**config.mk**
```make
export PLATFORM = sky130hd
export DESIGN_NAME = tpp_skid
export DESIGN_NICKNAME = d
export VERILOG_FILES = /design/src/hdl/tpp_pkg.sv /design/src/hdl/tpp_skid.sv
export SDC_FILE = /design/constraint.sdc
export NUM_CORES = 1
export LEC_CHECK = 0
export BUFFER_PORTS_ARGS = -buffer_cell sky130_fd_sc_hd__clkbuf_2
export CAP_MARGIN = 30
export CORE_MARGIN = 3
export CORE_UTILIZATION = 30
export DETAILED_ROUTE_END_ITERATION = 10
export PLACE_DENSITY = 0.59
export SKIP_CTS_REPAIR_TIMING = 1
export SLEW_MARGIN = 5
export SYNTH_ARGS = -nofsm -noshare
export SYNTH_HDL_FRONTEND = slang
export SYNTH_SLANG_ARGS = --single-unit
```
**constraint.sdc**
```tcl
create_clock -name aclk -period 3.18 [get_ports aclk]
set_input_delay 0.636 -clock aclk [delete_from_list [all_inputs] [get_ports aclk]]
set_output_delay 0.636 -clock aclk [all_outputs]
set_load 0.01 [all_outputs]
```
**src/hdl/tpp_pkg.sv**
```systemverilog
// Shared types, codes and constants for the tape pulse player.
package tpp_pkg;

    localparam int TAPE_DEPTH_DEF   = 65536;
    localparam int HEADER_BYTES_DEF = 20;

    localparam int MODE_W      = 3;
    localparam int STEP_W      = 3;
    localparam int AUTOSTOP_W  = 24;
    localparam int IDLE_W      = 24;
    localparam int PLEN_W      = 24;
    localparam int PCNT_W      = 25;
    localparam int UNIT_SHIFT  = 3;   // short record: byte * 8 ticks

    localparam logic [AUTOSTOP_W-1:0] AUTOSTOP_RST = 24'd1000000;

    localparam logic [STEP_W-1:0] STEP_NONE  = 3'd0;
    localparam logic [STEP_W-1:0] STEP_SHORT = 3'd1;
    localparam logic [STEP_W-1:0] STEP_LONG  = 3'd4;

    localparam logic [MODE_W-1:0] MODE_TICK   = 3'd0;
    localparam logic [MODE_W-1:0] MODE_PLAY   = 3'd1;
    localparam logic [MODE_W-1:0] MODE_STOP   = 3'd2;
    localparam logic [MODE_W-1:0] MODE_REWIND = 3'd3;
    localparam logic [MODE_W-1:0] MODE_LOAD   = 3'd4;

    typedef struct packed {
        logic              read_pulse;
        logic [STEP_W-1:0] advance;
        logic              sense_line;
        logic              is_playing;
        logic              auto_stopped;
    } res_t;

endpackage

```
**src/hdl/tpp_skid.sv**
```systemverilog
// Result output register with a skid stage.
module tpp_skid
    import tpp_pkg::*;
(
    input  logic aclk,
    input  logic aresetn,
    input  logic in_valid,
    input  res_t in_res,
    output logic in_ready,
    output logic out_valid,
    output res_t out_res,
    input  logic out_ready
);

    logic out_vld_reg, skid_vld_reg;
    res_t out_reg, skid_reg;

    assign in_ready  = !skid_vld_reg;
    assign out_valid = out_vld_reg;
    assign out_res   = out_reg;

    always_ff @(posedge aclk) begin
        if (!aresetn) begin
            out_vld_reg  <= 1'b0;
            skid_vld_reg <= 1'b0;
        end else if (out_ready || !out_vld_reg) begin
            if (skid_vld_reg) begin
                out_reg      <= skid_reg;
                out_vld_reg  <= 1'b1;
                skid_vld_reg <= 1'b0;
            end else begin
                out_reg     <= in_res;
                out_vld_reg <= in_valid;
            end
        end else if (in_valid) begin
            skid_reg     <= in_res;
            skid_vld_reg <= 1'b1;
        end
    end

endmodule

```
==> results of run 1 <==
-- path summary, 6_finish.rpt --
path	startpoint	to	slack, ps	cells past startpoint
max	skid_vld_reg	in_ready	1390	2
min	out_valid	skid_vld_reg	490	2
max reg2reg	skid_vld_reg	out_res[1]	1940	1
min reg2reg	out_valid	skid_vld_reg	490	2
-- cell families (layout without fill, tap and decap cells) --
family                 after synthesis  count (layout)  synth area share
and+or+nand+nor                      5               5            0.0462
buffers and inverters                2              24            0.0241
DFF                                 16              16             0.739
muxes                                7               7             0.169
AOI/OAI and AO/OA                    2               2            0.0221
-- cells in the final DEF (no fill, tap or decap), drive strengths merged --
cell and count:
inv 1, clkinv 1, nor2b 1, clkbuf 22
mux2 7, and2 1, edfxtp 14, o21ai 1
and3 1, dfxtp 2, o31a 1, nor2 1
nand2b 1
-- metal layers --
| layer | up-vias | track usage | wire length, um |
|---|---|---|---|
| met5 | - | 0 | 0 |
| met4 | 0 | 0.0786 | 31 |
| met3 | 4 | 0.0258 | 71 |
| met2 | 15 | 0.0932 | 397 |
| met1 | 144 | 0.0907 | 363 |
| li1 | 163 | - | - |
-- critical path: cells and delay by family, from the launching register on --
family                 cells  cell delay [ps]
buffers and inverters      2              220
flip-flops                 1              660
-- cell type report --
| cell class | count | area, um^2 |
|---|---|---|
| repair buffers | 19 | 95.1 |
| clock buffers | 3 | 22.5 |
| multi-input cells | 14 | 148 |
| clock inverters | 1 | 3.75 |
| fillers | 189 | 1070 |
| flip-flops and latches | 16 | 460 |
| inverters | 1 | 3.75 |
| well taps | 25 | 31.3 |
-- per-stage QoR --
stage / hold WS [ps] / util / power, mW / instance area [um^2]
after floorplan: 497 / - / 0.263 / 623
after global placement: 479 / 0.401 / 0.278 / 738
after detailed placement: 479 / 0.401 / 0.278 / 738
after CTS: 493 / 0.416 / 0.383 / 764
after global routing: 524 / 0.416 / 0.391 / 764
final: 487 / 0.416 / 0.378 / 764
-- power by group through the flow --
stage	registers (mW)	logic, mW	clock network [mW]
after floorplan	0.248	0.0146	0
after global placement	0.245	0.0322	0
after detailed placement	0.246	0.0324	0
after CTS	0.241	0.0324	0.110
after global routing	0.241	0.0349	0.114
final	0.241	0.0317	0.105
==> impl_metrics.ini, run 1 <==
[status]
status = finished, final reports clean

[routing]
routed_wl_um = 864
ant_nets = 0
drc_errors = 0
drtIter0Drc = 1
vias = 326
wire_per_inst_um = 10.9
dr.pass1.iters = 2
vias_per_cell = 4.13

[pwr]
netSwitchingFraction = 0.203
cell_internal_pwr_uw = 301
clockPowerShare = 0.279
leakagePower_nw = 0.307
seqPwrFrac = 0.637
p_sw_uw = 76.8
combPwrFrac = 0.084
ir_worst_vdd_mv = 0.166
power_density_mw_per_mm2 = 494

[sta]
max_freq_mhz = 558
fin_crit_ps = 1790
max_slew.worst_pin.slew_ps = 524
finalSetupTns_ps = 0
fin_ws_ps = 1390
max_slew_margin = 0.650
hold_violations = 0
clock-skew-final_ps = 2.85
drv_slew = 0
fin_crit_sh = 0.563
rsz0062_at_grt = no
final-setup-viol-count = 0

[worst_setup_path]
crit_slowest_cell = dfxtp_1
cp-end-kind = primary output
path_class = register to primary output
cp-start-kind = register
crit_path_cell_trace = inv_1, clkbuf_2
slowest_delay_ps = 660
cp.arrival_ps = 1160
critical_path.max_fanout = 10
critPathRequiredTime_ps = 2540

[placed_design]
place_ws_ps = 1620
numPlacedInstances = 75
port_buffers = 19
gp_congestion = 0.631
dp_hpwl_um = 685

[final_layout]
final_layout_size_suffix_gt1_frac = 0.537
areaGrowthSynthToFinish_pct = 22.7
final_cells = 79
nets = 66
antenna_cells = 0

[grt]
first_global_vias = 297
grt_pass1_wl_um = 1330
antenna_found_initial = 0
grt_usage = 0.0735
grt_max_degree = 11
grt-ovfl-total = 0

[yosys]
synth_top_area_share = 0.675
synth.most_common_cell = edfxtp_1
synth-seq-cells = 16
seq_area_frac_synth = 0.739
synth_common_cells = edfxtp_1, mux2_4, dfxtp_1
yosysWarnings = 0
synth_cell_type_count = 12
synth-edff-count = 14
yosysTopAreaCell = edfxtp_1
avgSynthCellArea_um2 = 19.5
synthCells = 32
async_flop_share = 0
synthFlopType = edfxtp_1
yosys-top-cells-area = edfxtp_1, mux2_4, dfxtp_1
synth_area_um2 = 623
synth_nets = 43

[flow_run]
maxCapViolations = 0

[die]
die_height_um = 51.6
core_mm2 = 0.00184
io_pins = 20
initial_core_util = 0.339
die_width_um = 51.6
rows = 15
die_area_mm2 = 0.00266

[clock_network]
cts_tree = yes
clk_latency_ps = 280
numCtsBuffers = 3
cts_root_buf = clkbuf_4
htreeDepth = 1
clock-sinks = 16
path_clk_slew_ps = 90
cts_buffer_depth = 2

[min_path]
min_path_type = register to register
(Power assumes the default switching activity.)
==> run 2, diff against run 1 <==
PLACE_DENSITY = 0.61   (was 0.59)
clock period = 1.56 ns   (was 3.18 ns; I/O delays follow)
==> impl_metrics.ini, run 2 (same netlist as run 1, synthesis figures left out) <==
[clock_network]
cts_tree = yes
path_clk_slew_ps = 90
clk_latency_ps = 280
htreeDepth = 1
numCtsBuffers = 3
cts_root_buf = clkbuf_4
clock-sinks = 16
cts_buffer_depth = 2

[routing]
drc_errors = 0
vias = 336
routed_wl_um = 812
wl_met1_um = 338
top_layer = met3
vias_per_cell = 4.25
ant_nets = 0
wire_per_inst_um = 10.3
dr_wl_met2_um = 381
wl_met3_um = 92
drtIter0Drc = 0
dr.pass1.iters = 1

[sta]
hold_violations = 0
max_freq_mhz = 776
max_slew_margin = 0.794
finalSetupTns_ps = 0
rsz0062_at_grt = no
drv_slew = 0
clock-skew-final_ps = 1.68
fin_crit_sh = 0.826
fin_crit_ps = 1290
max_slew.worst_pin.slew_ps = 309
final-setup-viol-count = 0

[min_path]
whs_endpoint = skid_reg[6]
min_from = in_res[6]
whs_path_depth = 1
min_path_type = input pin to register

[die]
io_pins = 20
die_area_mm2 = 0.00266
core_mm2 = 0.00184
die_height_um = 51.6
initial_core_util = 0.339
die_width_um = 51.6
rows = 15

[worst_setup_path]
worst-path-stages = 2
rr_endpoint = skid_reg[0]
cp.arrival_ps = 980
critical_path.max_fanout = 10
critPathRequiredTime_ps = 1250
crit_path_cell_trace = inv_1, clkbuf_2
slowest_delay_ps = 500
cp_num_buf_inv = 2
worst-r2r-cell-count = 2
cp_top_family = flip-flops
r2r_slack_ps = 370
cp-end-kind = primary output
crit_slowest_cell = dfxtp_2
cp-start-kind = register
reg2reg_from = out_valid
path_class = register to primary output

[grt]
first_global_vias = 278
grt_max_degree = 11
grt-ovfl-total = 0
grt_usage = 0.0668
grt_pass1_wl_um = 1210
antenna_found_initial = 0

[final_layout]
areaGrowthSynthToFinish_pct = 22.9
final_layout_size_suffix_gt1_frac = 0.556
layout_commonest_cell = clkbuf_2
fillers = 187
seqCellArea_um2 = 462
antenna_cells = 0
fin_util = 0.416
final_cell_mix = clkbuf_2, edfxtp_1, mux2_4
multi_input_area_um2 = 148
nets = 66

[pwr]
leakagePower_nw = 0.307
ir_worst_vdd_mv = 0.557
power_density_mw_per_mm2 = 1010

[status]
status = finished, final reports clean

[flow_run]
maxCapViolations = 0

[placed_design]
port_buffers = 19
dp_hpwl_um = 661
gp_congestion = 0.611
run 2: layout make-up:
class | instances | share of cell area
repair buffers | 19 | 0.124
multi-input cells | 14 | 0.193
inverters | 1 | 0.00490
clock inverters | 1 | 0.00490
well taps | 25 | 0.0408
flip-flops and latches | 16 | 0.603
clock buffers | 3 | 0.0294
run 2: report_power, final:
group | internal (mW) | switching (mW) | leakage, nW
clock network | 0.0929 | 0.124 | 0.0154
logic | 0.0364 | 0.0284 | 0.144
registers | 0.484 | 0.00624 | 0.148
run 2: per-layer routing:
layer	GRT usage	vias up
li1	-	164
met1	0.0704	155
met2	0.0996	17
met3	0.0516	0
met4	0.0262	0
met5	0	-
run 2: how the worst max path moves through the flow:
| stage | from | endpoint | slack, ps |
|---|---|---|---|
| after floorplan | out_valid | skid_reg[0] | 410 |
| after global placement | skid_vld_reg | out_res[0] | 350 |
| after detailed placement | out_ready | skid_reg[6] | 320 |
| after CTS | skid_vld_reg | in_ready | 80 |
| after global routing | skid_vld_reg | in_ready | 180 |
| final | skid_vld_reg | in_ready | 270 |
run 2: stage by stage:
step	total power, mW	instance area, um^2	setup WS [ps]	std cells	hold slack [ps]
6_report	0.772	766	271	79	220
5_1_grt	0.812	766	182	79	196
4_1_cts	0.783	764	77.2	79	211
3_5_place_dp	0.567	738	319	75	479
3_3_place_gp	0.566	738	346	75	477
2_1_floorplan	0.535	623	407	32	411
