### src/hdl/tpp_pkg.sv
// Shared types, codes and constants for the tape pulse player.
package tpp_pkg;

    localparam int TAPE_DEPTH_DEF   = 65536;
    localparam int HEADER_BYTES_DEF = 20;

    localparam int MODE_W      = 3;
    localparam int STEP_W      = 3;
    localparam int AUTOSTOP_W  = 24;
    localparam int IDLE_W      = 24;
    localparam int PLEN_W      = 24;
    localparam int PCNT_W      = 25;
    localparam int UNIT_SHIFT  = 3;   // short record: byte * 8 ticks

    localparam logic [AUTOSTOP_W-1:0] AUTOSTOP_RST = 24'd1000000;

    localparam logic [STEP_W-1:0] STEP_NONE  = 3'd0;
    localparam logic [STEP_W-1:0] STEP_SHORT = 3'd1;
    localparam logic [STEP_W-1:0] STEP_LONG  = 3'd4;

    localparam logic [MODE_W-1:0] MODE_TICK   = 3'd0;
    localparam logic [MODE_W-1:0] MODE_PLAY   = 3'd1;
    localparam logic [MODE_W-1:0] MODE_STOP   = 3'd2;
    localparam logic [MODE_W-1:0] MODE_REWIND = 3'd3;
    localparam logic [MODE_W-1:0] MODE_LOAD   = 3'd4;

    typedef struct packed {
        logic              read_pulse;
        logic [STEP_W-1:0] advance;
        logic              sense_line;
        logic              is_playing;
        logic              auto_stopped;
    } res_t;

endpackage

### src/hdl/tpp_ctrl.sv
// Playback control: position, length, counters, command decode, result build.
module tpp_ctrl
    import tpp_pkg::*;
#(
    parameter int TAPE_DEPTH   = TAPE_DEPTH_DEF,
    parameter int HEADER_BYTES = HEADER_BYTES_DEF
) (
    input  logic                                  aclk,
    input  logic                                  aresetn,
    input  logic                                  cfg_wr_en,
    input  logic [AUTOSTOP_W-1:0]                 cfg_wr_data,
    input  logic                                  item_acc,
    input  logic [MODE_W-1:0]                     mode,
    input  logic                                  motor_on,
    input  logic [7:0]                            tape_byte,
    input  logic                                  load_first,
    input  logic [3:0][7:0]                       rec_bytes,
    output logic [$clog2(TAPE_DEPTH+260)-1:0]     rd_pos,
    output logic                                  wr_en,
    output logic [$clog2(TAPE_DEPTH+260)-1:0]     wr_pos,
    output logic [7:0]                            wr_byte,
    output res_t                                  res
);

    localparam int LEN_W = $clog2(TAPE_DEPTH + 1);
    localparam int POS_W = $clog2(TAPE_DEPTH + 260);

    logic [LEN_W-1:0]      len_reg, len_next, len_base;
    logic [POS_W-1:0]      pos_reg, pos_next, len_ext;
    logic [PCNT_W-1:0]     cnt_reg, cnt_next;
    logic [IDLE_W-1:0]     idle_reg, idle_next, idle_inc;
    logic                  play_reg, play_next;
    logic [AUTOSTOP_W-1:0] autostop_reg;

    logic [3:0]            byte_ok;
    logic [3:0][7:0]       rec;
    logic                  is_long, pulse_hit;
    logic [PLEN_W-1:0]     plen;

    // record bytes at or past the loaded length read as zero
    always_comb begin
        len_ext = POS_W'(len_reg);
        for (int k = 0; k < 4; k++) begin
            byte_ok[k] = (pos_reg + POS_W'(k)) < len_ext;
            rec[k]     = byte_ok[k] ? rec_bytes[k] : 8'd0;
        end
        is_long   = (rec[0] == 8'd0);
        plen      = is_long ? {rec[3], rec[2], rec[1]}
                            : {13'd0, rec[0], 3'd0};
        pulse_hit = cnt_reg >= {1'b0, plen};
        idle_inc  = (idle_reg != '1) ? idle_reg + IDLE_W'(1) : idle_reg;
    end

    always_comb begin
        len_next  = len_reg;
        pos_next  = pos_reg;
        cnt_next  = cnt_reg;
        idle_next = idle_reg;
        play_next = play_reg;
        len_base  = load_first ? '0 : len_reg;
        wr_en     = 1'b0;
        wr_pos    = POS_W'(len_base);
        wr_byte   = tape_byte;
        res       = '0;
        if (item_acc) begin
            case (mode)
                MODE_TICK: begin
                    if (play_reg && motor_on && byte_ok[0]) begin
                        if (pulse_hit) begin
                            res.read_pulse = 1'b1;
                            res.advance    = is_long ? STEP_LONG : STEP_SHORT;
                            pos_next       = pos_reg + POS_W'(res.advance);
                            cnt_next       = PCNT_W'(1);
                        end else if (cnt_reg != '1) begin
                            cnt_next = cnt_reg + PCNT_W'(1);
                        end
                    end else if (play_reg) begin
                        if (idle_inc >= autostop_reg) begin
                            idle_next        = '0;
                            play_next        = 1'b0;
                            res.auto_stopped = 1'b1;
                        end else begin
                            idle_next = idle_inc;
                        end
                    end
                end
                MODE_PLAY:   play_next = 1'b1;
                MODE_STOP:   play_next = 1'b0;
                MODE_REWIND: pos_next  = POS_W'(HEADER_BYTES);
                MODE_LOAD: begin
                    if (load_first) begin
                        pos_next = POS_W'(HEADER_BYTES);
                    end
                    len_next = len_base;
                    if (len_base < LEN_W'(TAPE_DEPTH)) begin
                        wr_en    = 1'b1;
                        len_next = len_base + LEN_W'(1);
                    end
                end
                default: ;
            endcase
        end
        res.sense_line = !play_next;
        res.is_playing = play_next;
    end

    // the store is always read at the position the next item will see
    assign rd_pos = pos_next;

    always_ff @(posedge aclk) begin
        if (!aresetn) begin
            len_reg      <= '0;
            pos_reg      <= POS_W'(HEADER_BYTES);
            cnt_reg      <= '0;
            idle_reg     <= '0;
            play_reg     <= 1'b0;
            autostop_reg <= AUTOSTOP_RST;
        end else begin
            len_reg  <= len_next;
            pos_reg  <= pos_next;
            cnt_reg  <= cnt_next;
            idle_reg <= idle_next;
            play_reg <= play_next;
            if (cfg_wr_en) begin
                autostop_reg <= cfg_wr_data;
            end
        end
    end

endmodule

### config.mk
export PLATFORM = sky130hd
export DESIGN_NAME = tpp_ctrl
export DESIGN_NICKNAME = d
export VERILOG_FILES = /design/src/hdl/tpp_pkg.sv /design/src/hdl/tpp_ctrl.sv
export SDC_FILE = /design/constraint.sdc
export NUM_CORES = 1
export LEC_CHECK = 0
export BUFFER_PORTS_ARGS = -buffer_cell sky130_fd_sc_hd__buf_2
export CAP_MARGIN = 10
export CORE_MARGIN = 2
export CORE_UTILIZATION = 40
export DETAILED_ROUTE_END_ITERATION = 10
export GPL_TIMING_DRIVEN = 1
export SYNTH_ARGS = -nofsm -noshare
export SYNTH_HDL_FRONTEND = slang
export SYNTH_SLANG_ARGS = --single-unit
### constraint.sdc
create_clock -name aclk -period 6.97 [get_ports aclk]
set_input_delay 1.394 -clock aclk [delete_from_list [all_inputs] [get_ports aclk]]
set_output_delay 1.394 -clock aclk [all_outputs]
set_load 0.02 [all_outputs]
==> impl_metrics.json, run 1 <==
{
  "cp_data_arrival_time_ps": 5370,
  "core_area_sq_um": 22600,
  "end_kind": "output port",
  "tns_ps": 0,
  "r2r_setup_slack_ps": 1790,
  "finalClockSkew_ps": 10.5,
  "timing.rr.end": "idle_reg[11]",
  "crit_top_cell": "buf_4",
  "final_cell_mix": "120 x ha_1, 118 x nand2_1, 112 x nor2_1, 105 x buf_2, 101 x dfxtp_1",
  "yosysWarnings": 0,
  "cts.root.buffer_cell": "clkbuf_16",
  "slowest_delay_ps": 380,
  "ys_ff_latch": 108,
  "required_ps": 5580,
  "yosysTopAreaCellShare_pct": 23.6,
  "synth_edf_count": 0,
  "min_from": "cnt_reg[24]",
  "num-nets-final": 1471,
  "slowest_stage": "a2111oi_1",
  "syn_area_sq_um": 9160,
  "die_w_microns": 155,
  "fin_crit_ps": 6770,
  "mostFrequentLayoutCell": "ha_1",
  "outcome": "completed",
  "grt_max_degree": 52,
  "ys_types": 66,
  "report.final.slew_viol_count": 0,
  "setup_violations": 0,
  "ys.flop_type": "dfxtp_1",
  "drc_errors": 0,
  "drive_gt1_share_pct": 17.4,
  "p_per_area_nw_per_um2": 121,
  "synth-seq-area-share_pct": 23.6,
  "viasPerCell": 5.64,
  "synthArstFlopShare_pct": 0,
  "cts_made_buffers": 9,
  "drt-total-wl_microns": 26600,
  "clkLatencyLatePin_ps": 360,
  "cp-start-kind": "flip-flop",
  "area_growth_pct": 14.8,
  "synth.avg_cell_area_sq_um": 7.77,
  "p_total_mw": 1.28,
  "clock_path_buffers": 2,
  "largest_register_ffs": 25,
  "fillers": 2275,
  "grt_pass1_wl_microns": 42500,
  "drv_cap": 0,
  "io_pins": 123,
  "grt_pass1_vias": 8078,
  "min_path_type": "reg2reg",
  "synth_area_leader_cell": "dfxtp_1",
  "grt.total_usage_pct": 21.8,
  "worst_r2r_path_depth": 17,
  "critPathMaxFanout": 8,
  "path_clk_slew_ps": 80,
  "holdBufCountCts": 0,
  "vias": 8837,
  "whs_ps": 484,
  "drt-pass1-iter-count": 5,
  "place.gp.congestion": 0.895,
  "period_share_pct": 97.1,
  "synthCells": 1179,
  "num_rows": 55,
  "wl_per_cell_microns": 17.0,
  "antenna_found_initial": 2,
  "max_freq_mhz": 148,
  "detail-route-antenna-nets": 0,
  "hold_viol": 0,
  "htree_levels": 3,
  "rr_startpoint": "idle_reg[3]",
  "die_area_sq_um": 24100,
  "postLayoutCoreUtil_pct": 46.6,
  "ir_drop_v": 0.0000906,
  "die_h_microns": 155,
  "dp_hpwl_microns": 20300,
  "io_buffer_count": 105,
  "hold_path_end": "cnt_reg[24]",
  "cts_tree": "done",
  "critPathKind": "reg2out",
  "relSlewSlack_pct": 43.3,
  "grt_overflow": 0,
  "syn-num-nets": 1374,
  "start_util_pct": 40.6,
  "clock-sinks": 108,
  "synthTopCellsByArea": "dfxtp_1 24%, ha_1 17%, nand2_1 4.9%, nor2_1 4.7%, xnor2_1 4.1%",
  "p_leak_nw": 4.54,
  "drt_iter0_drc": 587,
  "worst_pin_slew_ps": 848,
  "hold_depth": 2
}
[layout make-up]
cell class | instances | area, sq um | area share, %
Clock inverter | 5 | 36.3 | 0.345
Inverter | 68 | 255 | 2.43
Sequential cell | 108 | 2180 | 20.7
Timing Repair Buffer | 149 | 856 | 8.13
Clock buffer | 10 | 239 | 2.27
Antenna cell | 2 | 5.00 | 0.0476
Multi-Input combinational cell | 940 | 6600 | 62.7
Tap cell | 285 | 357 | 3.39
[how the worst max path moves through the flow]
stage               startpoint          to  slack, ps
global route        pos_reg[2]  rd_pos[12]        -50
detailed placement  pos_reg[1]  rd_pos[13]        150
floorplan           pos_reg[1]  rd_pos[14]        130
global placement    pos_reg[1]  rd_pos[11]         40
CTS                 pos_reg[1]   rd_pos[5]          7
finish              pos_reg[2]   rd_pos[9]        200
[stage by stage]
| stage | std cells | area, sq um | setup slack, ps |
|---|---|---|---|
| after floorplan | 1179 | 9160 | 133 |
| after global placement | 1543 | 10000 | 40.7 |
| after detailed placement | 1543 | 10000 | 146 |
| after CTS | 1558 | 10400 | 7.35 |
| after global routing | 1567 | 10500 | -47.3 |
| final | 1567 | 10500 | 203 |
[critical path, delay by kind of cell (launching register included)]
family                   cells  cell delay [ps]
AND/OR/NAND/NOR              9             1210
buffers and inverters        7             1150
AO/OA/AOI/OAI                7             1420
adder cells (fa/ha/maj)      3              690
flip-flops                   1              370
XOR/XNOR                     1              160
[synthesized netlist by cell type, drive strengths merged (8+ instances only)]
cell     instances
a21o            27
nand3           43
a22o            13
xnor2           43
dfxtp          108
a21oi           73
and4             8
mux2i           19
nor4            10
xor2            43
o211ai          14
and3            16
and2            11
nor3            13
o21ai           57
or3             19
inv             67
nor2b           12
nand4           37
a211oi          14
a22oi            8
nor2           115
a2111oi          8
buf             23
nand2          120
clkbuf          40
nand2b          10
ha             122
o31ai            9
a31oi           16
[power breakdown]
part,switching (mW),internal [mW]
sequential,0.00502,0.625
combinational,0.0805,0.0531
clock,0.259,0.253
total,0.345,0.930
[layer usage]
metal	track usage (%)	wire, microns	vias up
li1	-	-	4431
met1	31.1	12900	4089
met2	33.2	11500	274
met3	3.57	1540	43
met4	7.43	656	0
met5	0	0	-
[timing repair]
action / 4_1_cts / 5_1_grt
buffers inserted: 0 / 6
pin swaps: 2 / 9
setup endpoints to repair: 17 / 17
resized for setup: 14 / 39
gates cloned: 0 / 1
[logic make-up after synthesis]
kind of cell | Yosys count | synth area share, %
AO/OA/AOI/OAI | 279 | 20.0
XOR/XNOR | 86 | 8.22
adder cells (fa/ha/maj) | 122 | 16.7
buffers and inverters | 131 | 6.01
flip-flops | 108 | 23.6
multiplexers | 21 | 2.32
other | 1 | 0.0409
AND/OR/NAND/NOR | 431 | 23.1
(Power assumes the default switching activity.)
==> inputs of run 2 (changes only) <==
CTS_BUF_LIST = sky130_fd_sc_hd__clkbuf_4 sky130_fd_sc_hd__clkbuf_8   (was not set)
==> impl_metrics.json, run 2 (synthesis results as in run 1) <==
{
  "ir_drop_v": 0.0000803,
  "wl_met1_microns": 12900,
  "routed-wl-met2_microns": 11600,
  "worst_pin_slew_ps": 833,
  "grt_overflow": 0,
  "cts_tree": "done",
  "whs_ps": 485,
  "final_cell_mix": "119 x ha_1, 116 x nand2_1, 112 x nor2_1, 104 x buf_2, 100 x dfxtp_1",
  "htree_levels": 3,
  "end_kind": "output port",
  "path_clk_slew_ps": 110,
  "finalClockSkew_ps": 10.5,
  "relSlewSlack_pct": 44.4,
  "drt_iter0_drc": 591,
  "grt_pass1_wl_microns": 42400,
  "grt.total_usage_pct": 21.7,
  "pre_cts_ws_ps": 146,
  "drc_errors": 0,
  "cts.root.buffer_cell": "clkbuf_8",
  "topRoutingLayerUsed": "met4",
  "antenna_found_initial": 2,
  "setup_slack_ps": 181,
  "num-nets-final": 1477,
  "min_path_type": "reg2reg",
  "mostFrequentLayoutCell": "ha_1",
  "area_growth_pct": 15.1,
  "drt-total-wl_microns": 26600,
  "die_h_microns": 155,
  "report.final.slew_viol_count": 0,
  "grt_pass1_vias": 8069,
  "viasPerCell": 5.60,
  "io_pins": 123,
  "wl_per_cell_microns": 16.9,
  "dp_hpwl_microns": 20300,
  "drv_cap": 0,
  "p_leak_nw": 4.54,
  "detail-route-antenna-nets": 0,
  "period_share_pct": 97.4,
  "core_area_sq_um": 22600,
  "clock_path_buffers": 2,
  "hold_viol": 0,
  "drt-pass1-iter-count": 5,
  "start_util_pct": 40.6,
  "die_w_microns": 155,
  "drive_gt1_share_pct": 18.5,
  "cp_data_arrival_time_ps": 5390,
  "post_dp_cell_area_sq_um": 10000,
  "required_ps": 5580,
  "largest_register_ffs": 25,
  "fillers": 2282,
  "place.gp.congestion": 0.895,
  "die_area_sq_um": 24100,
  "num_rows": 55,
  "critPathMaxFanout": 8,
  "holdBufCountCts": 0,
  "critPathKind": "reg2out",
  "outcome": "completed",
  "clock-sinks": 108,
  "clkLatencyLatePin_ps": 390,
  "cp-start-kind": "flip-flop",
  "post-route-cell-area_sq_um": 10600,
  "io_buffer_count": 105,
  "fin_crit_ps": 6790,
  "vias": 8811,
  "grt_max_degree": 52,
  "max_freq_mhz": 147,
  "p_per_area_nw_per_um2": 109,
  "cts_made_buffers": 9,
  "wl_met3_microns": 1540,
  "setup_violations": 0
}
[run 2: changes by cell type in the layout (fill, tap and decap cells not counted), sizes merged]
| cell | delta |
|---|---|
| buf | +5 |
| clkdlybuf4s15 | +1 |
[run 2: path summary, 6_finish.rpt]
| check | end | slack (ps) | from | cells past startpoint |
|---|---|---|---|---|
| worst min register to register | cnt_reg[24] | 480 | cnt_reg[24] | 2 |
| worst min-delay path | cnt_reg[24] | 480 | cnt_reg[24] | 2 |
| worst max-delay path | rd_pos[9] | 180 | pos_reg[3] | 25 |
| worst max register to register | idle_reg[11] | 1780 | idle_reg[3] | 17 |
[run 2: per-layer routing]
| layer | vias to the layer above | track usage (%) |
|---|---|---|
| met3 | 36 | 3.51 |
| met1 | 4081 | 31.0 |
| met5 | - | 0 |
| met2 | 257 | 33.1 |
| li1 | 4437 | - |
| met4 | 0 | 7.08 |
[run 2: repair_timing]
action	in CTS	in global routing
setup buffers	2	9
pin swaps	2	16
cloned	1	1
endpoints found under the setup margin	17	17
gates resized for setup	16	57
[run 2: layout make-up]
cell class                 instances  area (sq um)  area share [%]
clock inverter                     5          36.3           0.344
clock buffer                      10           138            1.30
timing repair buffer             155           907            8.60
inverter                          68           255            2.42
antenna                            2          5.00          0.0474
multi-input combinational        940          6670            63.2
sequential                       108          2180            20.7
tap                              285           357            3.38
[run 2: power breakdown]
part	switching (mW)	leakage [nW]	internal (mW)	total, mW
sequential	0.00508	0.878	0.625	0.630
clock	0.240	0.0861	0.140	0.379
combinational	0.0829	3.58	0.0557	0.139
total	0.328	4.54	0.821	1.15
[run 2: metrics by stage]
step	utilization (%)	total power [mW]	instances	setup TNS, ps
floorplan	-	0.729	1179	0
global placement	44.5	0.773	1543	0
detailed placement	44.5	0.773	1543	0
CTS	45.5	1.16	1561	0
global route	46.7	1.20	1573	-321
finish	46.7	1.15	1573	0
[run 2: critical path, cell delays in order, from the launching register on]
cell	delay (ps)
dfxtp_4	410
and2_1	160
and3_4	240
nand2_2	110
nor2_1	150
xor2_1	170
ha_1	260
a21o_1	210
a211oi_2	260
a21oi_1	100
and3_1	180
a31oi_1	150
and3_4	270
a22oi_1	90
ha_1	310
o21ai_0	100
a211oi_2	220
o311ai_2	130
buf_4	170
buf_4	150
a2111oi_2	350
buf_4	170
nor4b_1	220
nor2_1	100
nand2_1	120
buf_2	170
==> inputs of run 3 (changes only) <==
CORE_UTILIZATION = 55   (was 40)
PLACE_DENSITY = 0.77   (was not set)
==> impl_metrics.json, run 3 (synthesis results as in run 1) <==
{
  "outcome": "completed",
  "largest_register_ffs": 25,
  "ir_drop_v": 0.0000889,
  "num_rows": 47,
  "cts_made_buffers": 9,
  "postLayoutCoreUtil_pct": 64.6,
  "max_freq_mhz": 146,
  "io_buffer_count": 105,
  "slowest_stage": "dfxtp_4",
  "start_util_pct": 55.9,
  "instances_no_fill": 1515,
  "p_total_mw": 1.20,
  "detail-route-antenna-nets": 0,
  "fillers": 1410,
  "drt-total-wl_microns": 26300,
  "finalClockSkew_ps": 14.5,
  "clkLatencyLatePin_ps": 410,
  "cts_tree": "done",
  "wl_per_cell_microns": 17.4,
  "cts.root.buffer_cell": "clkbuf_8",
  "grt_pass1_vias": 8188,
  "grt_pass1_wl_microns": 41000,
  "vias": 9102,
  "final_cell_mix": "119 x ha_1, 114 x nand2_1, 111 x nor2_1, 104 x buf_2, 97 x dfxtp_1",
  "drc_errors": 0,
  "place.gp.congestion": 0.991,
  "clock-sinks": 108,
  "grt_max_degree": 52,
  "end_kind": "output port",
  "multi_input_area_sq_um": 6700,
  "diodes": 0,
  "drv_cap": 0,
  "viasPerCell": 6.01,
  "setup_violations": 0,
  "post-route-cell-area_sq_um": 10600,
  "htree_levels": 3,
  "critPathMaxFanout": 8,
  "dp_cells": 1476,
  "area_growth_pct": 15.7,
  "r2r_setup_slack_ps": 1740,
  "io_pins": 123,
  "critical_path_buf_inv_count": 6,
  "clock_path_buffers": 2,
  "cp_top_family": "compound AO/OA/AOI/OAI gates",
  "period_share_pct": 98.5,
  "grt_overflow": 0,
  "min_path_type": "reg2reg",
  "relSlewSlack_pct": 19.0,
  "report.final.slew_viol_count": 0,
  "antenna_found_initial": 0,
  "cp_data_arrival_time_ps": 5470,
  "path_clk_slew_ps": 110,
  "worst_pin_slew_ps": 1210,
  "p_per_area_nw_per_um2": 114,
  "fin_crit_ps": 6860,
  "die_w_microns": 133,
  "hold_viol": 0,
  "p_leak_nw": 4.63,
  "drt_iter0_drc": 777,
  "cp-start-kind": "flip-flop",
  "slowest_delay_ps": 380,
  "num-nets-final": 1485,
  "required_ps": 5580,
  "post_dp_cell_area_sq_um": 9940,
  "grt.total_usage_pct": 28.5,
  "holdBufCountCts": 0,
  "die_area_sq_um": 17700,
  "drt-pass1-iter-count": 5,
  "mostFrequentLayoutCell": "ha_1",
  "whs_ps": 481,
  "ff_latch_area_sq_um": 2180,
  "drive_gt1_share_pct": 19.5,
  "core_area_sq_um": 16400,
  "critPathKind": "reg2out",
  "dp_hpwl_microns": 19600,
  "die_h_microns": 133
}
[run 3: what timing repair did]
action | CTS | global route
buffers inserted | 2 | 18
pin swaps | 0 | 21
gates resized for setup | 12 | 70
setup endpoints to repair | 17 | 18
gates cloned | 0 | 3
[run 3: final timing paths]
check                    start      endpoint  cells after the start
setup / recovery    pos_reg[1]     rd_pos[6]                     26
hold / removal    idle_reg[14]  idle_reg[14]                      2
setup reg to reg   idle_reg[3]  idle_reg[11]                     17
hold reg to reg   idle_reg[14]  idle_reg[14]                      2
[run 3: layer usage]
layer / up-vias / share of wire [%] / global-route usage, % / wire, microns
met1: 4233 / 44 / 39.2 / 11700
met2: 347 / 45 / 45.6 / 12000
met4: 0 / 3.2 / 10.3 / 833
met5: - / 0 / 0 / 0
met3: 63 / 7.0 / 4.06 / 1840
li1: 4459 / - / - / -
[run 3: power by group]
part           internal [mW]  total (mW)  switching, mW
clock network          0.173       0.428          0.255
registers              0.625       0.631        0.00519
logic                 0.0594       0.145         0.0856
[run 3: cell type report]
class	count	share of cell area, %
inverter	68	2.41
clock inverter	7	0.826
timing repair buffer	162	9.23
clock buffer	9	1.17
sequential	108	20.6
tap	220	2.60
multi-input combinational	941	63.2
[run 3: worst min-delay path: cells and delay by family, from the launching register on]
kind            cells  cell delay (ps)
compound gates      1               50
flops               1              340
simple gates        1               60
[run 3: stage by stage]
| stage | setup WS [ps] | TNS, ps |
|---|---|---|
| final | 107 | 0 |
| after global routing | -55.8 | -206 |
| after CTS | 4.60 | 0 |
| after detailed placement | 99.9 | 0 |
| after global placement | 84.0 | 0 |
| after floorplan | 133 | 0 |
